--- src/rtl/irtf_pkg.sv ---
// Shared types and constants for the integer radix text formatter.
package irtf_pkg;

    localparam int VALUE_BITS_DEFAULT = 32;

    typedef enum logic [1:0] {
        OP_DEC = 2'd0,
        OP_HEX = 2'd1,
        OP_BIN = 2'd2,
        OP_OCT = 2'd3
    } op_t;

    typedef enum logic [4:0] {
        ST_IDLE   = 5'b00001,
        ST_CONV   = 5'b00010,
        ST_PREFIX = 5'b00100,
        ST_SKIP   = 5'b01000,
        ST_EMIT   = 5'b10000
    } state_t;

    localparam logic [6:0] CH_ZERO  = 7'h30;
    localparam logic [6:0] CH_A     = 7'h61;
    localparam logic [6:0] CH_MINUS = 7'h2D;
    localparam logic [6:0] CH_X     = 7'h78;
    localparam logic [6:0] CH_B     = 7'h62;
    localparam logic [6:0] CH_NUL   = 7'h00;

endpackage

--- src/rtl/integer_radix_text_formatter_unit.sv ---
// Integer to ASCII text formatter: signed decimal, hex, binary and octal, at most one character a cycle.
//
// Takes one number at a time and streams its text at most one character per cycle, most
// significant digit first, with last set on the final character. A number is accepted only
// while the unit is idle, so a new number waits until the last character of the one before
// has been issued. Hex, binary and octal text gives its prefix, then its digit slots
// (VALUE_BITS/4 rounded up, VALUE_BITS, VALUE_BITS/3 rounded up). Leading zero digits are
// stepped past one per cycle, and the skip then hands over to the output. Signed decimal
// first runs a bit-serial binary-to-BCD conversion over all VALUE_BITS bits of the magnitude,
// then gives the sign of a negative number, skips leading zero digits and outputs the digits.
// Output backpressure stalls the character stream, never the conversion.
module integer_radix_text_formatter_unit
#(
    parameter int VALUE_BITS = irtf_pkg::VALUE_BITS_DEFAULT
) (
    input  logic                  clk,
    input  logic                  rst_n,
    input  logic                  item_valid,
    output logic                  item_ready,
    input  logic [1:0]            operation,
    input  logic [VALUE_BITS-1:0] value,
    output logic                  text_valid,
    input  logic                  text_ready,
    output logic [6:0]            character,
    output logic                  last
);

    import irtf_pkg::*;

    localparam int DEC_DIGITS = ((VALUE_BITS * 1233) >> 12) + 1;
    localparam int HEX_DIGITS = (VALUE_BITS + 3) / 4;
    localparam int OCT_DIGITS = (VALUE_BITS + 2) / 3;
    localparam int DIG_W      = DEC_DIGITS * 4;
    localparam int HEX_W      = HEX_DIGITS * 4;
    localparam int OCT_W      = OCT_DIGITS * 3;
    localparam int CNT_W      = $clog2(VALUE_BITS + 1);

    state_t                  state_reg, state_next;
    op_t                     op_reg, op_next;
    logic [VALUE_BITS-1:0]   mag_reg, mag_next;
    logic [DIG_W-1:0]        dig_reg, dig_next;
    logic [CNT_W-1:0]        cnt_reg, cnt_next;
    logic [13:0]             pfx_reg, pfx_next;
    logic [1:0]              pfx_cnt_reg, pfx_cnt_next;
    logic                    out_valid_reg, out_valid_next;
    logic [6:0]              char_reg, char_next;
    logic                    last_reg, last_next;

    op_t                     op_in;
    logic                    neg_in;
    logic                    out_free;
    logic [3:0]              top_digit;
    logic [6:0]              digit_char;
    logic [DIG_W-1:0]        dig_shifted;
    logic [DIG_W-1:0]        bcd_adj;
    logic [3:0]              nib;

    assign op_in    = op_t'(operation);
    assign neg_in   = value[VALUE_BITS-1];
    assign out_free = !out_valid_reg || text_ready;

    assign item_ready = (state_reg == ST_IDLE);
    assign text_valid = out_valid_reg;
    assign character  = char_reg;
    assign last       = last_reg;

    // Top digit of the aligned digit register, by radix width
    always_comb
    begin
        case (op_reg)
            OP_BIN:
            begin
                top_digit   = {3'b000, dig_reg[DIG_W-1]};
                dig_shifted = dig_reg << 1;
            end
            OP_OCT:
            begin
                top_digit   = {1'b0, dig_reg[DIG_W-1 -: 3]};
                dig_shifted = dig_reg << 3;
            end
            default:
            begin
                top_digit   = dig_reg[DIG_W-1 -: 4];
                dig_shifted = dig_reg << 4;
            end
        endcase
        if (top_digit <= 4'd9)
        begin
            digit_char = CH_ZERO + 7'(top_digit);
        end
        else
        begin
            digit_char = CH_A + 7'(top_digit) - 7'd10;
        end
    end

    // Double dabble correction: add three to every BCD digit of five or more
    always_comb
    begin
        nib = 4'd0;
        for (int i = 0; i < DEC_DIGITS; i++)
        begin
            nib = dig_reg[4*i +: 4];
            bcd_adj[4*i +: 4] = (nib >= 4'd5) ? nib + 4'd3 : nib;
        end
    end

    always_comb
    begin
        state_next     = state_reg;
        op_next        = op_reg;
        mag_next       = mag_reg;
        dig_next       = dig_reg;
        cnt_next       = cnt_reg;
        pfx_next       = pfx_reg;
        pfx_cnt_next   = pfx_cnt_reg;
        out_valid_next = out_valid_reg && !text_ready;
        char_next      = char_reg;
        last_next      = last_reg;

        unique case (state_reg)
            ST_IDLE:
            begin
                if (item_valid)
                begin
                    op_next = op_in;
                    unique case (op_in)
                        OP_DEC:
                        begin
                            mag_next     = neg_in ? (~value + VALUE_BITS'(1)) : value;
                            dig_next     = '0;
                            cnt_next     = CNT_W'(VALUE_BITS);
                            pfx_next     = {CH_MINUS, CH_NUL};
                            pfx_cnt_next = neg_in ? 2'd1 : 2'd0;
                            state_next   = ST_CONV;
                        end
                        OP_HEX:
                        begin
                            dig_next     = DIG_W'(value) << (DIG_W - HEX_W);
                            cnt_next     = CNT_W'(HEX_DIGITS);
                            pfx_next     = {CH_ZERO, CH_X};
                            pfx_cnt_next = 2'd2;
                            state_next   = ST_PREFIX;
                        end
                        OP_BIN:
                        begin
                            dig_next     = DIG_W'(value) << (DIG_W - VALUE_BITS);
                            cnt_next     = CNT_W'(VALUE_BITS);
                            pfx_next     = {CH_ZERO, CH_B};
                            pfx_cnt_next = 2'd2;
                            state_next   = ST_PREFIX;
                        end
                        OP_OCT:
                        begin
                            dig_next     = DIG_W'(value) << (DIG_W - OCT_W);
                            cnt_next     = CNT_W'(OCT_DIGITS);
                            pfx_next     = {CH_ZERO, CH_NUL};
                            pfx_cnt_next = 2'd1;
                            state_next   = ST_PREFIX;
                        end
                        default:
                        begin
                            state_next = ST_IDLE;
                        end
                    endcase
                end
            end
            ST_CONV:
            begin
                // Correct, then shift in the next magnitude bit
                dig_next = {bcd_adj[DIG_W-2:0], mag_reg[VALUE_BITS-1]};
                mag_next = mag_reg << 1;
                cnt_next = cnt_reg - CNT_W'(1);
                if (cnt_reg == CNT_W'(1))
                begin
                    cnt_next   = CNT_W'(DEC_DIGITS);
                    state_next = (pfx_cnt_reg != 2'd0) ? ST_PREFIX : ST_SKIP;
                end
            end
            ST_PREFIX:
            begin
                if (out_free)
                begin
                    out_valid_next = 1'b1;
                    char_next      = pfx_reg[13:7];
                    last_next      = 1'b0;
                    pfx_next       = {pfx_reg[6:0], CH_NUL};
                    pfx_cnt_next   = pfx_cnt_reg - 2'd1;
                    if (pfx_cnt_reg == 2'd1)
                    begin
                        state_next = ST_SKIP;
                    end
                end
            end
            ST_SKIP:
            begin
                // Drop leading zero digits, keep at least one
                if (top_digit == 4'd0 && cnt_reg != CNT_W'(1))
                begin
                    dig_next = dig_shifted;
                    cnt_next = cnt_reg - CNT_W'(1);
                end
                else
                begin
                    state_next = ST_EMIT;
                end
            end
            ST_EMIT:
            begin
                if (out_free)
                begin
                    out_valid_next = 1'b1;
                    char_next      = digit_char;
                    last_next      = (cnt_reg == CNT_W'(1));
                    dig_next       = dig_shifted;
                    cnt_next       = cnt_reg - CNT_W'(1);
                    if (cnt_reg == CNT_W'(1))
                    begin
                        state_next = ST_IDLE;
                    end
                end
            end
            default:
            begin
                state_next = ST_IDLE;
            end
        endcase
    end

    always_ff @(posedge clk or negedge rst_n)
    begin
        if (!rst_n)
        begin
            state_reg     <= ST_IDLE;
            out_valid_reg <= 1'b0;
            cnt_reg       <= '0;
            pfx_cnt_reg   <= 2'd0;
        end
        else
        begin
            state_reg     <= state_next;
            out_valid_reg <= out_valid_next;
            cnt_reg       <= cnt_next;
            pfx_cnt_reg   <= pfx_cnt_next;
        end
    end

    always_ff @(posedge clk)
    begin
        op_reg   <= op_next;
        mag_reg  <= mag_next;
        dig_reg  <= dig_next;
        pfx_reg  <= pfx_next;
        char_reg <= char_next;
        last_reg <= last_next;
    end

endmodule
--- config.mk ---
export PLATFORM = sky130hd
export DESIGN_NAME = integer_radix_text_formatter_unit
export DESIGN_NICKNAME = d
export VERILOG_FILES = /design/src/rtl/irtf_pkg.sv /design/src/rtl/integer_radix_text_formatter_unit.sv
export SDC_FILE = /design/constraint.sdc
export NUM_CORES = 1
export LEC_CHECK = 0
export BUFFER_PORTS_ARGS = -buffer_cell sky130_fd_sc_hd__buf_2
export CAP_MARGIN = 20
export CELL_PAD_IN_SITES_DETAIL_PLACEMENT = 1
export CELL_PAD_IN_SITES_GLOBAL_PLACEMENT = 1
export CORE_UTILIZATION = 29
export DETAILED_ROUTE_END_ITERATION = 8
export PLACE_DENSITY = 0.54
export SLEW_MARGIN = 20
export SYNTH_ARGS = -nofsm -noshare
export SYNTH_HDL_FRONTEND = slang
export SYNTH_SLANG_ARGS = --single-unit
--- constraint.sdc ---
create_clock -name clk -period 4.31 [get_ports clk]
set_input_delay 0.6465 -clock clk [delete_from_list [all_inputs] [get_ports clk]]
set_output_delay 0.6465 -clock clk [all_outputs]
set_load 0.02 [all_outputs]
==> out/qor.yml, run 1 <==
yosys:
  netlist_top_cells_area: "edfxtp_1 35%, ha_1 5.2%, o211ai_1 4.9%"
  yosysMostFrequentCell: "edfxtp_1"
  synthFlopType: "edfxtp_1"
  synth_common_cells: "91 x edfxtp_1, 85 x nand2_1, 50 x o211ai_1, 47 x a21oi_1, 47 x nor2_1"
  synthCells: 814
  async_reset_ff_frac: 0.1333
  yosys.area.top_type: "edfxtp_1"
  syn-cell-area_um2: 7731
  synth.avg_cell_area_um2: 9.498
  synth_warnings: 0
  yosysTopAreaCellShare: 0.3535
  synth_nets: 884
  synth_seq_cells: 105
  ys_seq_area_frac: 0.3989
  ys_types: 68
  synth_edf_count: 91
setup_path:
  crit_type: "flip-flop to flip-flop"
  reg2reg_to: "cnt_reg[4]"
  max_stage_delay_ns: 0.60
  crit_path_start_kind: "flip-flop"
  critical_path_buf_inv_count: 2
  required_ns: 4.60
  worst_ep_arrival_time_ns: 3.32
  crit_cells: 7
  ff2ff_setup_slack_ns: 1.28
  critical_path.endpoint_type: "flip-flop"
  cp_max_fo: 74
  path_cells: "buf_4 > a21boi_0 > o221ai_2 > a211o_4 > clkinv_2 > nand3_1 > o2bb2ai_1"
  crit_path_top_delay_cell: "buf_4"
  cpLargestDelayFamily: "compound AO/OA/AOI/OAI gates"
  reg2reg_depth: 7
  r2r_start: "op_reg[1]"
routing:
  firstDrtPassIters: 4
  initialDrtViolationCount: 343
  drcViolationCount: 0
  finalWirelength_um: 21900
  antenna_left: 0
  vias_per_cell: 5.370
  wl_per_cell_um: 18.86
  dr_total_vias: 6235
die:
  die_x_um: 165.3
  die_h_um: 165.3
  rows: 59
  ios: 48
  die-area_um2: 27320
  core_um2: 26130
  initial_utilization: 0.2958
power:
  leakagePower_nw: 3.066
  ir_worst_vdd_mv: 0.2272
  power_density_nw_per_um2: 676.1
sta:
  max_slew_margin: 0.3236
  finalCritPeriodShare: 0.7028
  period_minus_slack_ns: 3.029
  worst_clock_skew_ns: 0.009763
  rsz0062_at_grt: "false"
  worst_slew_pin_slew_ns: 1.015
  hold_viol_final: 0
  setup_violations: 0
  fin_tns_setup_ns: 0
  fmax_ghz: 0.3302
  slew_viol_final: 0
global_route:
  grt_max_degree: 75
  grt_antenna_before_repair: 0
  grt_pass1_wl_um: 34970
  grt_pass1_vias: 6139
  grt_usage: 0.1661
  overflow: 0
job:
  maxCapViolCount: 0
final_layout:
  fillers: 3025
  n_antenna_cell: 0
  multiInputGateArea_um2: 4262
  finalCoreUtilization: 0.3257
  drive_gt1_frac: 0.1259
  ff_latch_area_um2: 3084
  area_growth_pct: 10.10
  largest_register_ffs: 40
  nNetsFinal: 891
placement:
  port_buffers: 47
  gp_congestion: 0.7520
  dp_hpwl_um: 15490
clock_tree:
  root_buffer: "clkbuf_16"
  clkSinkCount: 105
  h-tree-depth: 3
  insertion_delay_ns: 0.37
  path_clk_slew_ns: 0.08
  cts_tree: "yes"
  numCtsBuffers: 9
  cts_resized: 0
  postCtsSetupRepairBufs: 0
  hold_buffers: 0
  cts_buffer_depth: 2
min_path:
  hold_path_class: "primary input to asynchronous set/reset pin"
run_status:
  status: "finished clean"
## area by class of cell
cell class / count / share of cell area
multi-input cells: 612 / 0.5007
flip-flops and latches: 105 / 0.3623
well taps: 335 / 0.04924
repair buffers: 56 / 0.03792
clock buffers: 9 / 0.02646
inverters: 37 / 0.01646
clock inverters: 7 / 0.006909
## metal layers
metal  GRT usage  vias up  wire length [um]  share of wire
met1      0.2493     3076             11400           0.52
met3     0.01324       14               464          0.021
met4     0.05004        0               278          0.013
li1            -     3073                 -              -
met2      0.2505       72              9759           0.45
met5           0        -                 0              0
## through the flow
| step | power, mW | worst slack, ns | cell area, um^2 | std cells | hold slack (ns) |
|---|---|---|---|---|---|
| after floorplan | 4.179 | 1.049 | 7731 | 814 | 0.3509 |
| after global placement | 4.936 | 1.320 | 8198 | 1144 | 0.4897 |
| after detailed placement | 4.964 | 1.209 | 8200 | 1144 | 0.4763 |
| after CTS | 5.813 | 1.206 | 8484 | 1160 | 0.1837 |
| after global routing | 6.241 | 0.8987 | 8512 | 1161 | 0.1987 |
| final | 5.755 | 1.281 | 8512 | 1161 | 0.1805 |
## layout by cell type, fill, tap and decap left out, types with 4 or more instances in the layout
| cell type | count |
|---|---|
| buf_4 | 8 |
| o31ai_1 | 9 |
| buf_2 | 47 |
| o221ai_1 | 22 |
| ha_1 | 31 |
| clkbuf_16 | 9 |
| nor3_1 | 9 |
| a211oi_1 | 4 |
| nor2b_1 | 6 |
| nor2_1 | 47 |
| dfrtp_1 | 13 |
| nand3_1 | 11 |
| o21ai_0 | 44 |
| mux2i_1 | 30 |
| nand2_1 | 85 |
| inv_1 | 35 |
| nand4_1 | 4 |
| and2_1 | 6 |
| a21oi_1 | 46 |
| o21ai_1 | 18 |
| a22oi_1 | 32 |
| nor3b_1 | 15 |
| xor2_1 | 32 |
| xnor2_1 | 16 |
| a21o_1 | 6 |
| edfxtp_1 | 91 |
| o22ai_1 | 9 |
| o211ai_1 | 50 |
| nand2b_1 | 18 |
| o41ai_2 | 6 |
## how the worst max path moves through the flow
stage / start / endpoint / slack [ns]
floorplan: state_reg[4] / mag_reg[0] / 1.05
global placement: op_reg[1] / cnt_reg[4] / 1.32
detailed placement: op_reg[1] / cnt_reg[4] / 1.21
CTS: op_reg[1] / cnt_reg[4] / 1.21
global route: op_reg[1] / cnt_reg[4] / 0.90
finish: op_reg[1] / cnt_reg[4] / 1.28
## power by group
part | total [mW] | internal [mW] | leakage, nW | switching, mW
registers | 2.24 | 1.75 | 1.03 | 0.496
clock network | 0.825 | 0.403 | 0.139 | 0.422
logic | 2.68 | 1.03 | 1.90 | 1.66
## worst reg2reg max path: cells and delay by family, from the launching register on
family | cells | cell delay (ns)
flops | 1 | 0.45
simple gates | 1 | 0.19
compound gates | 4 | 1.17
buf+inv | 2 | 1.15
## cell families (layout without fill, tap and decap cells)
| family | Yosys count | in the layout | synth area share |
|---|---|---|---|
| AO/OA/AOI/OAI | 273 | 273 | 0.2460 |
| XOR/XNOR | 48 | 48 | 0.05438 |
| adder cells (fa/ha/maj) | 32 | 32 | 0.05179 |
| buffers and inverters | 97 | 109 | 0.05357 |
| flip-flops | 105 | 105 | 0.3989 |
| multiplexers | 33 | 33 | 0.04321 |
| AND/OR/NAND/NOR | 226 | 226 | 0.1521 |
Power figures use the tool's default switching activity.
==> inputs of run 2 (changes only) <==
Clock period 4.31 ns to 2.9 ns, I/O delays scaled along.
==> out/qor.yml, run 2 (synthesis gave the netlist of run 1 again) <==
power:
  p_comb_frac: 0.482
  leakagePower_nw: 3.144
  finalPower_mw: 8.749
  clkPwrFrac: 0.143
  seq_power_share: 0.376
  p_sw_frac: 0.4448
  power.switching_mw: 3.891
  power_density_nw_per_um2: 1012
  ir_worst_vdd_mv: 0.3329
  power.internal_mw: 4.858
final_layout:
  final_common_cell: "edfxtp_1"
  fillers: 3077
  drive_gt1_frac: 0.1350
  n_antenna_cell: 0
  most-common-layout-cells: "91 x edfxtp_1, 85 x nand2_1, 50 x o211ai_1, 47 x nor2_1, 47 x buf_2"
  final_area_um2: 8647
  area_growth_pct: 11.85
  nNetsFinal: 902
  largest_register_ffs: 40
  final_cell_count_no_fill: 1172
routing:
  firstDrtPassIters: 6
  initialDrtViolationCount: 329
  drcViolationCount: 0
  antenna_left: 0
  vias_per_cell: 5.340
  finalWirelength_um: 22020
  wl_per_cell_um: 18.79
  dr_total_vias: 6258
die:
  die-area_um2: 27320
  rows: 59
  core_um2: 26130
  die_h_um: 165.3
  die_x_um: 165.3
  ios: 48
  initial_utilization: 0.2958
setup_path:
  ff2ff_setup_slack_ns: 0.38
  required_ns: 2.96
  reg2reg_depth: 6
  crit_type: "flip-flop to flip-flop"
  r2r_start: "op_reg[1]"
  cp_max_fo: 20
  critical_path.endpoint_type: "flip-flop"
  worst_ep_arrival_time_ns: 2.58
  crit_path_start_kind: "flip-flop"
  reg2reg_to: "dig_reg[9]"
clock_tree:
  hold_buffers: 1
  cts_tree: "yes"
  cts_resized: 0
  postCtsSetupRepairBufs: 0
  insertion_delay_ns: 0.36
  clkSinkCount: 105
  path_clk_slew_ns: 0.08
  cts_buffer_depth: 2
  numCtsBuffers: 9
  root_buffer: "clkbuf_16"
  h-tree-depth: 3
sta:
  rsz0062_at_grt: "false"
  fin_tns_setup_ns: 0
  slew_viol_final: 0
  hold_viol_final: 0
  finalCritPeriodShare: 0.8698
  worst_clock_skew_ns: 0.01071
  fmax_ghz: 0.3964
  max_slew_margin: 0.4722
  setup_violations: 0
  period_minus_slack_ns: 2.522
  worst_slew_pin_slew_ns: 0.7888
job:
  maxCapViolCount: 0
placement:
  dp_hpwl_um: 16010
  numPlacedInstances: 1155
  gp_congestion: 0.7562
  port_buffers: 47
  placed_area_um2: 8343
global_route:
  grt_pass1_vias: 6140
  grt_max_degree: 74
  grt_antenna_before_repair: 0
  overflow: 0
  grt_pass1_wl_um: 35110
  grt_usage: 0.1665
run_status:
  status: "finished clean"
min_path:
  min-delay-start: "operation[0]"
  min_to: "op_reg[0]"
  worstHoldPathCells: 1
  hold_path_class: "primary input to flip-flop"
==> run 2: layout make-up <==
cell class	count	area (um^2)	area share
Clock buffer	9	225.2	0.02605
Clock inverter	7	68.82	0.007958
Inverter	37	140.1	0.01621
Multi-Input combinational cell	612	4259	0.4925
Sequential cell	105	3084	0.3567
Tap cell	335	419.2	0.04847
Timing Repair Buffer	67	450.4	0.05209
==> run 2: metal layers <==
metal / track usage / vias to the layer above / share of wire
met1: 0.2499 / 3082 / 0.52
li1: - / 3091 / -
met5: 0 / - / 0
met4: 0.04295 / 0 / 0.011
met3: 0.01399 / 14 / 0.022
met2: 0.2541 / 71 / 0.44
==> run 2: worst max path at each step <==
stage / slack, ns / cells past startpoint / end / start
finish: 0.38 / 6 / dig_reg[9] / op_reg[1]
floorplan: 0.26 / 5 / mag_reg[0] / state_reg[4]
CTS: 0.38 / 6 / dig_reg[9] / op_reg[1]
global placement: 0.42 / 8 / dig_reg[14] / dig_reg[39]
global route: 0.24 / 8 / dig_reg[9] / dig_reg[39]
detailed placement: 0.41 / 6 / dig_reg[14] / op_reg[1]
==> run 2: through the flow <==
stage,hold slack [ns],setup WS (ns),utilization
finish,0.3128,0.3776,0.3309
detailed placement,0.3728,0.4128,0.3193
floorplan,0.1394,0.2579,-
CTS,0.3059,0.3775,0.3309
global placement,0.3686,0.4185,0.3193
global route,0.3092,0.2415,0.3309
==> run 2: worst max-delay path, cell delays in order, from the launching register on <==
cell and delay, ns:
edfxtp_1 0.48, o21ai_0 0.47, ha_1 0.30, o221ai_2 0.15, a211o_4 0.42, clkinv_2 0.19, buf_12 0.20
==> run 2: power groups by stage <==
stage                     Sequential [mW]  Clock, mW  Combinational [mW]
after global placement               3.33          0                4.20
final                                3.29       1.25                4.22
after detailed placement             3.33          0                4.24
after CTS                            3.29       1.29                4.27
after global routing                 3.40       1.33                4.72
after floorplan                      3.08          0                3.13
